File: config.mk
export PLATFORM = sky130hd
export DESIGN_NAME = lin_slave_frame_handler
export DESIGN_NICKNAME = d
export VERILOG_FILES = /design/src/rtl/lsfh_pkg.sv /design/src/rtl/lin_slave_frame_handler.sv
export SDC_FILE = /design/constraint.sdc
export NUM_CORES = 1
export LEC_CHECK = 0
export ABC_AREA = 1
export BUFFER_PORTS_ARGS = -buffer_cell sky130_fd_sc_hd__buf_2
export CORE_MARGIN = 4
export CORE_UTILIZATION = 30
export CTS_CLUSTER_DIAMETER = 120
export DETAILED_ROUTE_END_ITERATION = 8
export GPL_TIMING_DRIVEN = 1
export HOLD_SLACK_MARGIN = 0.03
export PLACE_DENSITY = 0.46
export SYNTH_ARGS = -nofsm -noshare
export SYNTH_HDL_FRONTEND = slang
export SYNTH_SLANG_ARGS = --single-unit
File: constraint.sdc
create_clock -name clk -period 6.8 [get_ports clk]
set_clock_uncertainty 0.05 [all_clocks]
set_input_delay 0.68 -clock clk [delete_from_list [all_inputs] [get_ports clk]]
set_output_delay 0.68 -clock clk [all_outputs]
set_load 0.01 [all_outputs]
File: src/rtl/lsfh_pkg.sv
`timescale 1ns / 1ps
// ----------------------------------------------------------------------------
// LIN slave frame handler package
// Shared constants, codes, types and table helpers of the frame handler.
// ----------------------------------------------------------------------------
package lsfh_pkg;

  localparam int TABLE_ENTRIES  = 4;
  localparam int MAX_DATA_BYTES = 8;

  localparam logic [7:0] SYNC_FIELD = 8'h55;

  // Configuration register indexes.
  typedef enum logic [1:0] {
    REG_IDS      = 2'd0,
    REG_ROLES    = 2'd1,
    REG_SIZES    = 2'd2,
    REG_ENHANCED = 2'd3
  } reg_idx_t;

  // Input actions; the fourth code carries no meaning.
  typedef enum logic [1:0] {
    ACT_BREAK  = 2'd0,
    ACT_RXBYTE = 2'd1,
    ACT_TXBYTE = 2'd2
  } act_t;

  // Message table roles.
  typedef enum logic [1:0] {
    ROLE_UNUSED = 2'd0,
    ROLE_LISTEN = 2'd1,
    ROLE_OWN    = 2'd2
  } role_t;

  // Result events.
  typedef enum logic [3:0] {
    EV_LISTEN  = 4'd0,
    EV_OWN     = 4'd1,
    EV_SYNCERR = 4'd2,
    EV_PARERR  = 4'd3,
    EV_UNKNOWN = 4'd4,
    EV_RXDATA  = 4'd5,
    EV_OK      = 4'd6,
    EV_CSERR   = 4'd7,
    EV_TXDATA  = 4'd8,
    EV_TXSUM   = 4'd9
  } ev_t;

  // Frame phase, one-hot.
  typedef enum logic [5:0] {
    PH_IDLE   = 6'b000001,
    PH_SYNC   = 6'b000010,
    PH_PID    = 6'b000100,
    PH_RXDATA = 6'b001000,
    PH_RXSUM  = 6'b010000,
    PH_TXDATA = 6'b100000
  } phase_t;

  typedef struct packed {
    logic [3:0] event_res;
    logic [1:0] entry_index;
    logic [7:0] byte_value;
    logic [3:0] byte_position;
    logic       last;
  } res_t;

  // Data length of table entry k, limited to eight and to MAX_DATA_BYTES.
  function automatic logic [3:0] entry_size(logic [15:0] sizes, logic [1:0] k);
    logic [3:0] s;
    s = sizes[4*k +: 4];
    if (s > 4'd8) s = 4'd8;
    if (s > 4'(MAX_DATA_BYTES)) s = 4'(MAX_DATA_BYTES);
    return s;
  endfunction

endpackage

File: src/rtl/lin_slave_frame_handler.sv
`timescale 1ns / 1ps
// ----------------------------------------------------------------------------
// LIN slave frame handler
// Follows LIN frames from the slave side: header check, ID lookup, and
// reception or transmission of the response with its checksum.
// ----------------------------------------------------------------------------
//
//   Channel  Direction  Handshake              Payload
//   in_      input      in_valid / in_ready    in_action, in_data_byte
//   out_     output     out_valid / out_ready  event, entry, byte, position, last
//   cfg_     input      cfg_valid / cfg_ready  cfg_index, cfg_data
//
// An accepted item lands in an input register and is handled once the queue
// has room, by one pass of logic that writes up to two results into a two-entry
// result queue. One item per cycle is sustained while each item yields at
// most one result and the results are taken; an item with two results needs
// two output transfers. The queue depth is what limits the rate under stalls.
// Reset (rst_n low, synchronous) clears the phase, counters, queue and all
// configuration registers. The configuration port is always ready.
module lin_slave_frame_handler
  import lsfh_pkg::*;
(
  input  logic        clk,
  input  logic        rst_n,

  input  logic        in_valid,
  output logic        in_ready,
  input  logic [1:0]  in_action,
  input  logic [7:0]  in_data_byte,

  output logic        out_valid,
  input  logic        out_ready,
  output logic [3:0]  out_event_res,
  output logic [1:0]  out_entry_index,
  output logic [7:0]  out_byte_value,
  output logic [3:0]  out_byte_position,
  output logic        out_last,

  input  logic        cfg_valid,
  output logic        cfg_ready,
  input  logic [1:0]  cfg_index,
  input  logic [23:0] cfg_data
);

  // Configuration registers.
  logic [23:0] ids_r;
  logic [7:0]  roles_r;
  logic [15:0] sizes_r;
  logic        enhanced_r;

  // Input register.
  logic        s1_valid_r;
  logic [1:0]  s1_action_r;
  logic [7:0]  s1_byte_r;

  // Frame state.
  phase_t      phase_r, phase_nxt;
  logic [1:0]  entry_r, entry_nxt;
  logic [3:0]  bytes_done_r, bytes_done_nxt;
  logic [7:0]  sum_r, sum_nxt;

  // Result queue, slot 0 is the head.
  res_t        q_r [2];
  res_t        q_nxt [2];
  logic [1:0]  cnt_r, cnt_nxt;

  // Handling of the registered item.
  res_t        res0, res1;
  logic [1:0]  nres;
  logic        pop, fire;
  logic [1:0]  rem, free;

  // Header decode helpers.
  logic [5:0]  pid_id;
  logic        par_ok;
  logic        hit;
  logic [1:0]  hit_idx;
  logic [1:0]  hit_role;
  logic [3:0]  hit_size;
  logic [3:0]  cur_size;
  logic [3:0]  bd_inc;
  logic [7:0]  sum_add;

  assign cfg_ready = 1'b1;

  always_ff @(posedge clk) begin
    if (!rst_n) begin
      ids_r      <= '0;
      roles_r    <= '0;
      sizes_r    <= '0;
      enhanced_r <= 1'b0;
    end else if (cfg_valid) begin
      unique case (reg_idx_t'(cfg_index))
        REG_IDS:      ids_r      <= cfg_data;
        REG_ROLES:    roles_r    <= cfg_data[7:0];
        REG_SIZES:    sizes_r    <= cfg_data[15:0];
        REG_ENHANCED: enhanced_r <= cfg_data[0];
        default:      ;
      endcase
    end
  end

  // The queue pops the head on an output transfer; what is left decides how
  // many fresh results fit in this cycle.
  assign pop      = out_valid && out_ready;
  assign rem      = cnt_r - 2'(pop);
  assign free     = 2'd2 - rem;
  assign fire     = s1_valid_r && (nres <= free);
  assign in_ready = !s1_valid_r || fire;

  always_ff @(posedge clk) begin
    if (!rst_n) begin
      s1_valid_r <= 1'b0;
    end else if (in_ready) begin
      s1_valid_r <= in_valid;
    end
  end

  always_ff @(posedge clk) begin
    if (in_ready && in_valid) begin
      s1_action_r <= in_action;
      s1_byte_r   <= in_data_byte;
    end
  end

  // Protected identifier: parity bits P0 and P1 over the 6-bit ID.
  assign pid_id = s1_byte_r[5:0];
  assign par_ok = (s1_byte_r[6] == (s1_byte_r[0] ^ s1_byte_r[1] ^ s1_byte_r[2] ^ s1_byte_r[4]))
               && (s1_byte_r[7] == ~(s1_byte_r[1] ^ s1_byte_r[3] ^ s1_byte_r[4] ^ s1_byte_r[5]));

  // Parallel compare against all entries; the lowest matching entry wins.
  always_comb begin
    logic [1:0] role_k;
    hit     = 1'b0;
    hit_idx = '0;
    for (int k = TABLE_ENTRIES - 1; k >= 0; k--) begin
      role_k = roles_r[2*k +: 2];
      if ((role_k == ROLE_LISTEN || role_k == ROLE_OWN) && ids_r[6*k +: 6] == pid_id) begin
        hit     = 1'b1;
        hit_idx = 2'(k);
      end
    end
  end

  assign hit_role = roles_r[2*hit_idx +: 2];
  assign hit_size = entry_size(sizes_r, hit_idx);
  assign cur_size = entry_size(sizes_r, entry_r);
  assign bd_inc   = 4'(bytes_done_r + 4'd1);
  assign sum_add  = 8'(sum_r + s1_byte_r);

  always_comb begin
    logic [7:0] start_sum;
    start_sum      = enhanced_r ? {2'b00, pid_id} : 8'h00;
    phase_nxt      = phase_r;
    entry_nxt      = entry_r;
    bytes_done_nxt = bytes_done_r;
    sum_nxt        = sum_r;
    nres           = 2'd0;
    res0           = '{event_res: EV_SYNCERR, entry_index: 2'd0, byte_value: s1_byte_r,
                       byte_position: 4'd0, last: 1'b1};
    res1           = '{event_res: EV_TXSUM, entry_index: entry_r, byte_value: ~sum_add,
                       byte_position: bd_inc, last: 1'b1};

    priority if (s1_action_r == ACT_BREAK) begin
      // A break drops any frame in progress and waits for the sync byte.
      phase_nxt      = PH_SYNC;
      bytes_done_nxt = '0;
      sum_nxt        = '0;
    end else if (s1_action_r == ACT_RXBYTE) begin
      unique case (phase_r)
        PH_SYNC: begin
          if (s1_byte_r == SYNC_FIELD) begin
            phase_nxt = PH_PID;
          end else begin
            phase_nxt = PH_IDLE;
            nres      = 2'd1;
          end
        end
        PH_PID: begin
          phase_nxt = PH_IDLE;
          nres      = 2'd1;
          if (!par_ok) begin
            res0.event_res = EV_PARERR;
          end else if (!hit) begin
            res0.event_res  = EV_UNKNOWN;
            res0.byte_value = {2'b00, pid_id};
          end else begin
            entry_nxt        = hit_idx;
            bytes_done_nxt   = '0;
            sum_nxt          = start_sum;
            res0.entry_index = hit_idx;
            res0.byte_value  = {2'b00, pid_id};
            if (hit_role == ROLE_LISTEN) begin
              res0.event_res = EV_LISTEN;
              phase_nxt      = (hit_size != 4'd0) ? PH_RXDATA : PH_RXSUM;
            end else begin
              res0.event_res = EV_OWN;
              if (hit_size != 4'd0) begin
                phase_nxt = PH_TXDATA;
              end else begin
                // Owner with an empty response: the checksum follows at once.
                nres               = 2'd2;
                res0.last          = 1'b0;
                res1.entry_index   = hit_idx;
                res1.byte_value    = ~start_sum;
                res1.byte_position = 4'd0;
              end
            end
          end
        end
        PH_RXDATA: begin
          nres               = 2'd1;
          sum_nxt            = sum_add;
          bytes_done_nxt     = bd_inc;
          res0.event_res     = EV_RXDATA;
          res0.entry_index   = entry_r;
          res0.byte_position = bytes_done_r;
          if (bd_inc >= cur_size) phase_nxt = PH_RXSUM;
        end
        PH_RXSUM: begin
          nres               = 2'd1;
          phase_nxt          = PH_IDLE;
          res0.event_res     = (~sum_r == s1_byte_r) ? EV_OK : EV_CSERR;
          res0.entry_index   = entry_r;
          res0.byte_position = bytes_done_r;
        end
        default: ;
      endcase
    end else if (s1_action_r == ACT_TXBYTE && phase_r == PH_TXDATA) begin
      sum_nxt            = sum_add;
      bytes_done_nxt     = bd_inc;
      res0.event_res     = EV_TXDATA;
      res0.entry_index   = entry_r;
      res0.byte_position = bytes_done_r;
      if (bd_inc >= cur_size) begin
        phase_nxt = PH_IDLE;
        nres      = 2'd2;
        res0.last = 1'b0;
      end else begin
        nres = 2'd1;
      end
    end else begin
      nres = 2'd0;
    end
  end

  always_ff @(posedge clk) begin
    if (!rst_n) begin
      phase_r      <= PH_IDLE;
      entry_r      <= '0;
      bytes_done_r <= '0;
      sum_r        <= '0;
    end else if (fire) begin
      phase_r      <= phase_nxt;
      entry_r      <= entry_nxt;
      bytes_done_r <= bytes_done_nxt;
      sum_r        <= sum_nxt;
    end
  end

  // Queue update: surviving entries shift toward the head, new results fill
  // the slots behind them in order.
  always_comb begin
    q_nxt[0] = pop ? q_r[1] : q_r[0];
    q_nxt[1] = q_r[1];
    if (fire && rem == 2'd0) begin
      if (nres != 2'd0) q_nxt[0] = res0;
      if (nres == 2'd2) q_nxt[1] = res1;
    end else if (fire && rem == 2'd1) begin
      if (nres != 2'd0) q_nxt[1] = res0;
    end
    cnt_nxt = rem + (fire ? nres : 2'd0);
  end

  always_ff @(posedge clk) begin
    if (!rst_n) begin
      cnt_r <= '0;
    end else begin
      cnt_r <= cnt_nxt;
    end
  end

  always_ff @(posedge clk) begin
    q_r[0] <= q_nxt[0];
    q_r[1] <= q_nxt[1];
  end

  assign out_valid         = (cnt_r != 2'd0);
  assign out_event_res     = q_r[0].event_res;
  assign out_entry_index   = q_r[0].entry_index;
  assign out_byte_value    = q_r[0].byte_value;
  assign out_byte_position = q_r[0].byte_position;
  assign out_last          = q_r[0].last;

`ifndef SYNTHESIS
  // A result that is not the last of its item always has its partner queued.
  a_pair_kept: assert property (@(posedge clk) disable iff (!rst_n)
    (cnt_r != 2'd0 && !q_r[0].last) |-> cnt_r == 2'd2)
    else $error("first of a result pair queued without its partner");

  // The frame state moves only when the held item is handled.
  a_state_hold: assert property (@(posedge clk) disable iff (!rst_n)
    !fire |=> ($stable(phase_r) && $stable(bytes_done_r) && $stable(sum_r)))
    else $error("frame state changed without a handled item");

  // The byte count never runs past the longest response.
  a_count_range: assert property (@(posedge clk) disable iff (!rst_n)
    bytes_done_r <= 4'(MAX_DATA_BYTES))
    else $error("byte count beyond the longest response");
`endif

endmodule

==> results summary, run 1 <==
The hold violation count in the final report came to 0. STA puts the critical path data required time at 6.85 ns. The total DRC errors in the routed layout is 0. TritonCTS built the clock tree. The total die area came out at 25000 um2. After legalization and detailed placement, the total HPWL measured 14300 um. The max-slew violation count came out at 0. Input and output buffers added on the ports amount to 61. The number of nets in the final layout is 1024. The H-tree generated during clock tree synthesis spans 4 levels.

The number of core rows is 54. Yosys printed 0 warnings. The number of instances in the synthesized netlist came out at 932. On the final layout, the worst hold slack is 0.383 ns. Setup repair after global routing left no endpoint under its margin. For this design the static power due to leakage is 3.46 nW. The overall global routing resource usage is 15.9%. The pre-CTS setup slack is 1.71 ns.

The clock latency at the later pin of the worst-skew pair is 0.43 ns. The total via count in the routed design is 5835. The total clock buffers created by CTS came out at 17. The remaining global-route overflow is 0. The area of the core region is 22000 um2. The number of antenna violations at the first check in global routing is 0. The I/O pin total is 63.

After clock tree synthesis, the clock-pin slew on the worst setup and hold paths is 0.06 ns. The maximum clock frequency is 204 MHz. Of all cell types, the one taking the most synthesized area is dfxtp_1. The maximum number of pins on one net before global-route repair came out at 55. The floorplan die width came out at 158 um. No sink is reached through more buffers than the 2 on the longest clock path.

For this run, asynchronously set or reset flops after synthesis account for 0%. For this block, the initial DRC count from the detailed router was 363. Dividing the detail-routed via count by the number of cells gives 4.65.

The effective utilization at floorplan came out at 30.8%. Across the run, the number of max-cap violations was 0. The number of fill cells came out at 2384. The number of nets produced by synthesis came out at 993. The first detailed-routing pass ran for 6 iterations. The maximum resistive drop on vdd is 0.000165 V. The final wirelength came out at 19000 um. The count of cell types in the netlist came out at 48. The area added between synthesis and finish came out at 14.0%. The sequential-to-total area share from yosys stat came out at 39.9%. The final non-filler cell area came out at 7700 um2. The ratio of cells with drive above 1 in the final layout came out at 13.5%. The placer's final routability congestion estimate is 0.850. The final worst setup slack is 1.91 ns. After clock tree synthesis, the repair step resized 0 gates. The number of synthesized register bits is 120.

The critical setup path kind is reg -> reg. The transition time of the tightest slew-check pin is 0.785 ns. The power density relative to cell area came out at 337 nW/um2. The tightest min-delay check is of the in -> reg type. The worst-case headroom to the max-slew limit is 47.7%. In this run, synthesis inferred 29 flip-flops with an integrated enable. The number of sinks on the clock net came out at 120. The most used flip-flop cell after synthesis is dfxtp_1.

The remaining number of nets flagged by the antenna check after routing came out at 0. In this run, post-CTS hold repair placed 0 buffers. The final critical-path required period is 4.89 ns.

By instance count, the leading cell after synthesis is nand2_1. The average cell area after synthesis came out at 7.25 um2. STA classifies the critical path startpoint as a flop. The total placed instance area is 7110 um2. The flow ran to the end, and the final reports show no timing, DRC or antenna violations. The final-report setup violation count came out at 0.

The synthesized design devotes to its leading area cell type 27.0% of total area. The tree is rooted in a clkbuf_16. The combined area of all synthesized cells came out at 6760 um2. 0 antenna diodes ended up in the layout. The worst setup path is captured at a flop. The routed length per placed instance came out at 15.2 um. The via count of the first global-routing pass came out at 5693.

The first global-routing pass estimated 30900 um of wire. By count the netlist is led by nand2_1, inv_1, dfxtp_1. The arrival time at the worst endpoint came out at 4.94 ns. Yosys attributes the largest share of cell area to dfxtp_1, nand2_1, edfxtp_1. The buffers inserted during post-CTS setup optimization came out at 0. The final worst-path cycle share came out at 71.9%. The die span in y is 158 um. Summed over all failing endpoints, the final setup total negative slack is 0 ns. The maximum fanout along the worst path came out at 21.
==> metrics by stage <==
stage	power [mW]	util, %	cells
after floorplan	1.55	-	932
after global placement	1.71	32.4	1224
after detailed placement	1.71	32.4	1224
after CTS	2.63	35.1	1256
after global routing	2.78	35.1	1256
final	2.59	35.1	1256
==> worst max-delay path: stages, from the launching register on <==
cell and delay (ns):
dfxtp_1 0.32, or2_2 0.30, nand2_1 0.55, clkinv_1 0.62, ha_1 0.39, xnor2_1 0.30, ha_1 0.30, ha_1 0.29
inv_1 0.04, o21bai_1 0.15, nand2_1 0.07, nand2_1 0.12, nor2_1 0.05, buf_4 0.19, nand3_2 0.34, nand2_1 0.09
nor2_1 0.12, buf_4 0.26
==> power by group <==
group	internal [mW]	switching [mW]	total [mW]
logic	0.272	0.463	0.735
clock network	0.544	0.363	0.908
registers	0.858	0.0930	0.951
==> state kept, by name, summed over array words and instances, names as in the netlist <==
signal,flops
bytes_done_r,4
cnt_r,2
enhanced_r,1
entry_r,2
ids_r,24
phase_r,6
q_r,38
roles_r,8
s1_action_r,2
s1_byte_r,8
s1_valid_r,1
sizes_r,16
sum_r,8
==> cells in the final DEF (no fill, tap or decap), types with 2 or more instances in the layout <==
cell / n
dfxtp_1: 91
inv_2: 7
nand3_2: 3
clkbuf_16: 18
xor2_1: 20
nand2_2: 7
o211ai_1: 4
clkinv_1: 2
edfxtp_1: 29
nor3_1: 4
a31oi_1: 3
buf_4: 5
nand2_1: 237
nor2_2: 5
nor2_1: 75
a21oi_1: 78
ha_1: 19
inv_6: 5
buf_2: 61
inv_1: 100
o21ai_0: 87
clkinv_4: 5
nor2_4: 2
or2_2: 2
nor4_1: 6
nand4_1: 5
xnor2_1: 11
o22ai_1: 3
nand3_1: 59
==> final cells by class <==
class	count	area, um2	area share [%]
clock buffers	19	464	6.02
clock inverters	13	134	1.74
inverters	109	409	5.31
multi-input cells	649	3310	43.0
flip-flops and latches	120	2690	34.9
well taps	280	350	4.55
repair buffers	66	343	4.45
==> cells by family (layout without fill, tap and decap cells) <==
| logic type | after synthesis | after routing | synth area share, % |
|---|---|---|---|
| mux | 1 | 1 | 0.148 |
| buf+inv | 163 | 207 | 11.1 |
| xor+xnor | 32 | 32 | 4.26 |
| fa+ha+maj | 20 | 20 | 3.81 |
| other cells | 1 | 1 | 0.0555 |
| simple gates | 412 | 412 | 26.5 |
| flops | 120 | 120 | 39.9 |
| compound gates | 183 | 183 | 14.2 |
==> worst paths after layout <==
kind	from	slack, ns	cells after the start	to
hold reg to reg	bytes_done_r[3]	0.42	2	bytes_done_r[3]
hold / removal	in_data_byte[0]	0.38	1	s1_byte_r[0]
setup / recovery	cnt_r[1]	1.91	17	q_r[0][22]
setup reg to reg	cnt_r[1]	1.91	17	q_r[0][22]
==> metal layers <==
metal,GRT usage (%),routed length [um],vias up
met3,2.76,670,14
met4,4.18,199,0
met1,23.4,10000,2641
met2,24.0,8140,110
met5,0,0,-
li1,-,-,3070
Note: power is estimated with default switching activity, not from simulation.
==> inputs of run 2 (changes only) <==
--- a/config.mk
+++ b/config.mk
@@ -13,7 +13,7 @@
 export DETAILED_ROUTE_END_ITERATION = 8
 export GPL_TIMING_DRIVEN = 1
 export HOLD_SLACK_MARGIN = 0.03
-export PLACE_DENSITY = 0.46
+export PLACE_DENSITY = 0.48
 export SYNTH_ARGS = -nofsm -noshare
 export SYNTH_HDL_FRONTEND = slang
 export SYNTH_SLANG_ARGS = --single-unit
==> constraint.sdc (replaced) <==
create_clock -name clk -period 4.2 [get_ports clk]
set_clock_uncertainty 0.05 [all_clocks]
set_input_delay 0.42 -clock clk [delete_from_list [all_inputs] [get_ports clk]]
set_output_delay 0.42 -clock clk [all_outputs]
set_load 0.01 [all_outputs]
==> results summary, run 2 (synthesis gave the netlist of run 1 again) <==
The total clock buffers created by CTS came out at 17. The arrival time at the worst endpoint is 4.02 ns. The first global-routing pass estimated 30600 um of wire.

After filler insertion, the fill cell instance count of the layout stands at 2356. The worst path in the final design needs a cycle of 3.74 ns, including I/O delays and setup. In the layout the commonest cells are nand2_1, inv_1, dfxtp_1.

The library cell used most frequently in the layout, excluding fill and tap cells, is nand2_1. The final worst setup slack came out at 0.458 ns. The TritonCTS clock tree is yes.

Summing over every cut layer, the via total after detailed routing is 5908. The effective utilization at floorplan is 30.8%. Setup repair after global routing left no endpoint under its margin. The remaining number of nets flagged by the antenna check after routing came out at 0. The critical path in this run is classified as reg -> reg.

The die covers 25000 um2. The pre-antenna-repair detailed-routing pass consisted of 5 iterations. The routed length per placed instance came out at 15.1 um. Power spread over the standard cell area amounts to 539 nW/um2. OpenSTA, run right after detailed placement, puts the worst setup slack at 0.197 ns. The count of antenna diodes in the layout came out at 0. The worst setup path is launched from a flop. The area occupied by registers is 2690 um2. The ratio of cells with drive above 1 in the final layout is 14.8%.

The number of nets in the final layout came out at 1038. The final wirelength came out at 19100 um. The cell at the root of the clock tree is clkbuf_16.

The number of DRC violations after detailed-routing iteration 0 is 341. The worst-case reg-to-reg path depth is 26. The number of core rows came out at 54. The max-slew violation count is 0. In this run the worst hold path is classified as in -> reg. The I/O pin total is 63.

The wire-length estimate of the detail-placed layout is 14700 um. The worst pin sits at a relative slew slack of 28.2%. The count of buffers from port buffering is 61.

The count of H-tree levels built during CTS is 4. The multi-input combinational cell area is 3320 um2. The maximum resistive drop on vdd came out at 0.000268 V. The total negative slack for setup checks came out at 0 ns. The largest registers in the layout are q_r: 38 flops, ids_r: 24 flops, sizes_r: 16 flops.

The via-per-instance ratio came out at 4.65. The maximum number of pins on one net before global-route repair is 54. The transition time of the tightest slew-check pin came out at 1.07 ns. The die is 158 um tall. The clock edge transition at the registers on the reported setup and hold paths is 0.06 ns. The register with the most flip-flops is q_r. The hold violation count in the final report is 0.

The number of antenna violations at the first check in global routing is 0. Along the worst path, the maximum fanout reaches 8. The area added between synthesis and finish came out at 15.2%. After layout, the worst path uses 89.1% of the clock period.

The via count of the first global-routing pass is 5575. The final-report setup violation count is 0. The number of sinks on the clock net is 120. The placer's final routability congestion estimate came out at 0.873.

The overall global routing resource usage came out at 15.8%. Counting instances, the worst hold path has a depth of 1. The run finished with clean final reports. Global routing finished with a remaining overflow of 0. Max-cap violations in this run came to 0. The total DRC errors in the routed layout came out at 0. Clock latency on the worst-skew pair, taken at its later pin, is 0.42 ns. The leakage power is 3.52 nW. The clock tree buffer depth is 2. The maximum clock frequency is 267 MHz. The floorplan die width is 158 um.

The critical path capture point type is a flop. The number of flip-flops in the largest register is 38. The data required time at the worst endpoint came out at 4.48 ns. The area of the core region came out at 22000 um2. Hold timing on the final database bottoms out at a slack of 0.123 ns.
[run 2: cell types whose count changed in the layout (fill, tap and decap cells not counted), sizes merged]
cell,before,now
buf,66,80
clkinv,8,6
inv,113,115
[run 2: layer usage]
layer / part of all wire (%) / track usage [%]
met5: 0 / 0
met4: 1.4 / 4.35
met3: 4.3 / 2.95
met2: 42 / 23.7
met1: 52 / 23.2
[run 2: path summary, 6_finish.rpt]
check,start,end,slack [ns]
setup / recovery,s1_byte_r[5],phase_r[3],0.46
setup reg to reg,s1_byte_r[5],phase_r[3],0.46
hold reg to reg,ids_r[23],ids_r[23],0.42
hold / removal,in_data_byte[3],s1_byte_r[3],0.12
[run 2: through the flow]
stage / instance area, um2 / instances / total power [mW] / util (%)
after global placement: 7210 / 1236 / 2.82 / 32.8
after global routing: 7790 / 1270 / 4.48 / 35.5
final: 7790 / 1270 / 4.20 / 35.5
after CTS: 7770 / 1268 / 4.24 / 35.4
after detailed placement: 7210 / 1236 / 2.82 / 32.8
after floorplan: 6760 / 932 / 2.51 / -
[run 2: layout make-up]
cell class / instances / share of cell area, %
Clock buffer: 19 / 5.69
Clock inverter: 13 / 1.46
Inverter: 109 / 5.25
Multi-Input combinational cell: 649 / 42.6
Sequential cell: 120 / 34.6
Tap cell: 280 / 4.50
Timing Repair Buffer: 80 / 5.91
[run 2: worst max-delay path: stages, from the launching register on]
cell and delay [ns]:
edfxtp_1 0.53, buf_4 0.23, nand2_1 0.07, nand2_1 0.05, nor2_1 0.08, nand2_1 0.07, nor2_2 0.16, nor2_2 0.09
nand2_2 0.11, nand2_1 0.07, nand3_1 0.08, nand2_2 0.13, nand3_2 0.15, nand2_1 0.08, nand3_2 0.11, nand2_1 0.07
ha_1 0.28, nand2_1 0.06, nand2_1 0.06, nand2_1 0.09, inv_1 0.17, nand3_1 0.09, nor2_1 0.19, inv_1 0.18
nor2_1 0.17, nand3b_1 0.09, a21oi_1 0.12
[run 2: what timing repair did]
| item | 4_1_cts | 5_1_grt |
|---|---|---|
| endpoints found under the hold margin | 0 | 0 |
| hold buffers | 0 | 0 |
| buffers inserted | 0 | 2 |
| resized for setup | 0 | 3 |
| endpoints found under the setup margin | 0 | 81 |
[run 2: power breakdown]
group          internal, mW  switching (mW)  total [mW]
logic                 0.483           0.806        1.29
registers              1.39           0.117        1.51
clock network         0.835           0.568        1.40
total                  2.71            1.49        4.20
==> inputs of run 3 (changes only) <==
==> constraint.sdc (replaced) <==
create_clock -name clk -period 3.4 [get_ports clk]
set_clock_uncertainty 0.05 [all_clocks]
set_input_delay 0.34 -clock clk [delete_from_list [all_inputs] [get_ports clk]]
set_output_delay 0.34 -clock clk [all_outputs]
set_load 0.01 [all_outputs]
==> results summary, run 3 (synthesis gave the netlist of run 1 again) <==
The combinational group share of total power came out at 41.5%. Setup violations remaining at the end of the flow were counted as 5. The flow ran to the end, but the final reports show violations. Routability-driven placement finished with a final weighted congestion of 0.874.

The number of sinks on the clock net is 120. The via count of the first global-routing pass is 5837. The area added between synthesis and finish is 36.6%. The internal power component is 3.86 mW. The final non-filler cell area is 9230 um2. The total via count in the routed design came out at 6351.

The worst flop-to-flop path startpoint is s1_byte_r[0]. The number of core rows came out at 54. The wire length of the first global-routing pass is 31300 um.

After detailed placement, the total cell area comes to 7690 um2. The maximum clock frequency is 294 MHz. For the worst flop-to-flop path, the logic depth is 20. Counting flops per register, the top entry is q_r.

The fraction of power consumed by sequential logic came out at 30.5%. The library cell used most frequently in the layout, excluding fill and tap cells, is nand2_1. The final reports fail on setup timing. The leakage power is 4.14 nW.

The clock latency at the later pin of the worst-skew pair is 0.42 ns. The largest registers in the layout are q_r: 38 flops, ids_r: 24 flops, sizes_r: 16 flops. The die span in y came out at 158 um. The remaining number of nets flagged by the antenna check after routing came out at 0. The final wirelength came out at 20400 um.

For the worst setup path, the data required time is 3.67 ns. The total die area is 25000 um2. The critical setup path kind is reg -> reg. The analysis attributes to net switching a power of 2.21 mW.

Global routing used 15.9% of the available tracks. Setup repair after global routing could not meet its margin everywhere. Counting instances, the worst hold path has a depth of 1. The effective utilization at floorplan came out at 30.8%. The final worst-path cycle share is 100%. The routed length per placed instance came out at 15.0 um. The tightest min-delay check is of the in -> reg type. The switching share of total power came out at 36.4%. The max-slew violation count is 0.

Power spread over the standard cell area amounts to 657 nW/um2. The cell at the root of the clock tree is clkbuf_16. The remaining global-route overflow is 0.

The clock edge transition at the registers on the reported setup and hold paths is 0.06 ns. The endpoint with the worst hold slack is s1_byte_r[7]. The total half-perimeter wirelength after legalization and detailed placement is 14800 um. The maximum number of pins on one net before global-route repair is 54. The hold violation count in the final report was 0. STA classifies the critical path startpoint as a flop.

In this run the tool buffered the top-level ports with 61 buffer cells. 63 I/O pins were placed. Across all register-to-register paths, the minimum setup slack is -0.005 ns. IR analysis of the VDD net gives a maximum drop of 0.000317 V. The total clock buffers created by CTS is 17. The post-layout total power is 6.07 mW. In the final layout, the multi-input gates occupy 3870 um2.

The transition time of the tightest slew-check pin is 0.752 ns. The number of antenna violations at the first check in global routing is 0. STA classifies the critical path endpoint as a flop. The ratio of cells with drive above 1 in the final layout is 30.8%. The clock tree buffer depth came out at 2. Measured against its own limit, the worst slew margin works out to 49.5%.

The post-route core utilization is 42.0%. The source of the worst hold timing path is in_data_byte[7]. The count of antenna diodes in the layout came out at 0. In the layout the commonest cells are nand2_1, inv_1, dfxtp_1. In the routed design, unresolved DRC markers number 0.

The arrival time at the worst endpoint is 3.67 ns. The final hold slack came out at 0.0454 ns. The number of flip-flops in the largest register is 38.

The floorplan die width came out at 158 um. The number of violations of the max-capacitance limit is 0. The number of DRC violations after detailed-routing iteration 0 came out at 349. TritonCTS built the clock tree. Along the worst path, the maximum fanout reaches 6. The worst register-to-register path ends at q_r[0][8]. The area occupied by registers came out at 2700 um2. The share of total power in the clock network is 28.0%. The final critical-path required period is 3.40 ns. The number of nets in the final layout is 1124. Setup slack on the critical path of the routed design comes to -0.00453 ns. The via-per-instance ratio is 4.68. After floorplanning, the core was sized to cover 22000 um2. The number of fill cells is 2290. The H-tree generated during clock tree synthesis spans 4 levels.

The detailed-router iteration count before antenna repair is 4.
run 3: final cells by class:
class	count	share of cell area, %
clock inverter	14	1.22
sequential	120	29.2
inverter	109	4.68
timing repair buffer	165	14.4
multi-input combinational	650	41.9
tap	280	3.80
clock buffer	18	4.76
run 3: power by group through the flow:
stage	clock network, mW	logic, mW	registers, mW
2_1_floorplan	0	1.30	1.84
3_3_place_gp	0	1.83	1.88
3_5_place_dp	0	1.83	1.88
4_1_cts	1.72	1.95	1.85
5_1_grt	1.81	2.77	1.87
6_report	1.70	2.52	1.85
run 3: worst max-delay path, cell delays in order (launching register included):
cell       delay, ns
edfxtp_1        0.50
buf_4           0.20
ha_4            0.23
xnor2_1         0.19
xor2_1          0.20
nand2_1         0.13
nor2_4          0.17
nand4_4         0.15
nand2_4         0.11
ha_4            0.21
inv_2           0.06
o21bai_4        0.07
nand2_4         0.09
nand2_4         0.06
buf_6           0.13
inv_8           0.07
buf_6           0.10
nand3_4         0.21
clkbuf_16       0.25
nand3_4         0.06
nand2_1         0.04
run 3: per-layer routing:
metal	global-route usage (%)	wire, um
met1	23.5	10100
met2	24.2	9180
met3	3.01	867
met4	3.37	273
met5	0	0
run 3: repair_timing:
| action | CTS | global route |
|---|---|---|
| endpoints found under the setup margin | 60 | 80 |
| pin swaps | 19 | 67 |
| gates cloned | 0 | 7 |
| endpoints found under the hold margin | 1 | 2 |
| hold buffers | 1 | 2 |
| setup buffers | 11 | 12 |
| resized for setup | 19 | 152 |
run 3: worst max-delay path by stage:
stage | startpoint | end | slack [ns]
2_1_floorplan | s1_byte_r[1] | q_r[0][19] | 0.002
3_3_place_gp | entry_r[0] | phase_r[3] | -0.03
3_5_place_dp | entry_r[0] | cnt_r[1] | -0.12
4_1_cts | entry_r[0] | in_ready | 0.002
5_1_grt | s1_byte_r[1] | sum_r[4] | -0.23
6_report | s1_byte_r[0] | q_r[0][8] | -0.005
run 3: stage by stage:
| step | setup TNS [ns] | instances | setup WS (ns) |
|---|---|---|---|
| 2_1_floorplan | 0 | 932 | 0.00160 |
| 3_5_place_dp | -2.36 | 1292 | -0.121 |
| 3_3_place_gp | -0.0335 | 1292 | -0.0276 |
| 4_1_cts | 0 | 1336 | 0.00219 |
| 5_1_grt | -10.90 | 1356 | -0.226 |
| 6_report | -0.0161 | 1356 | -0.00453 |
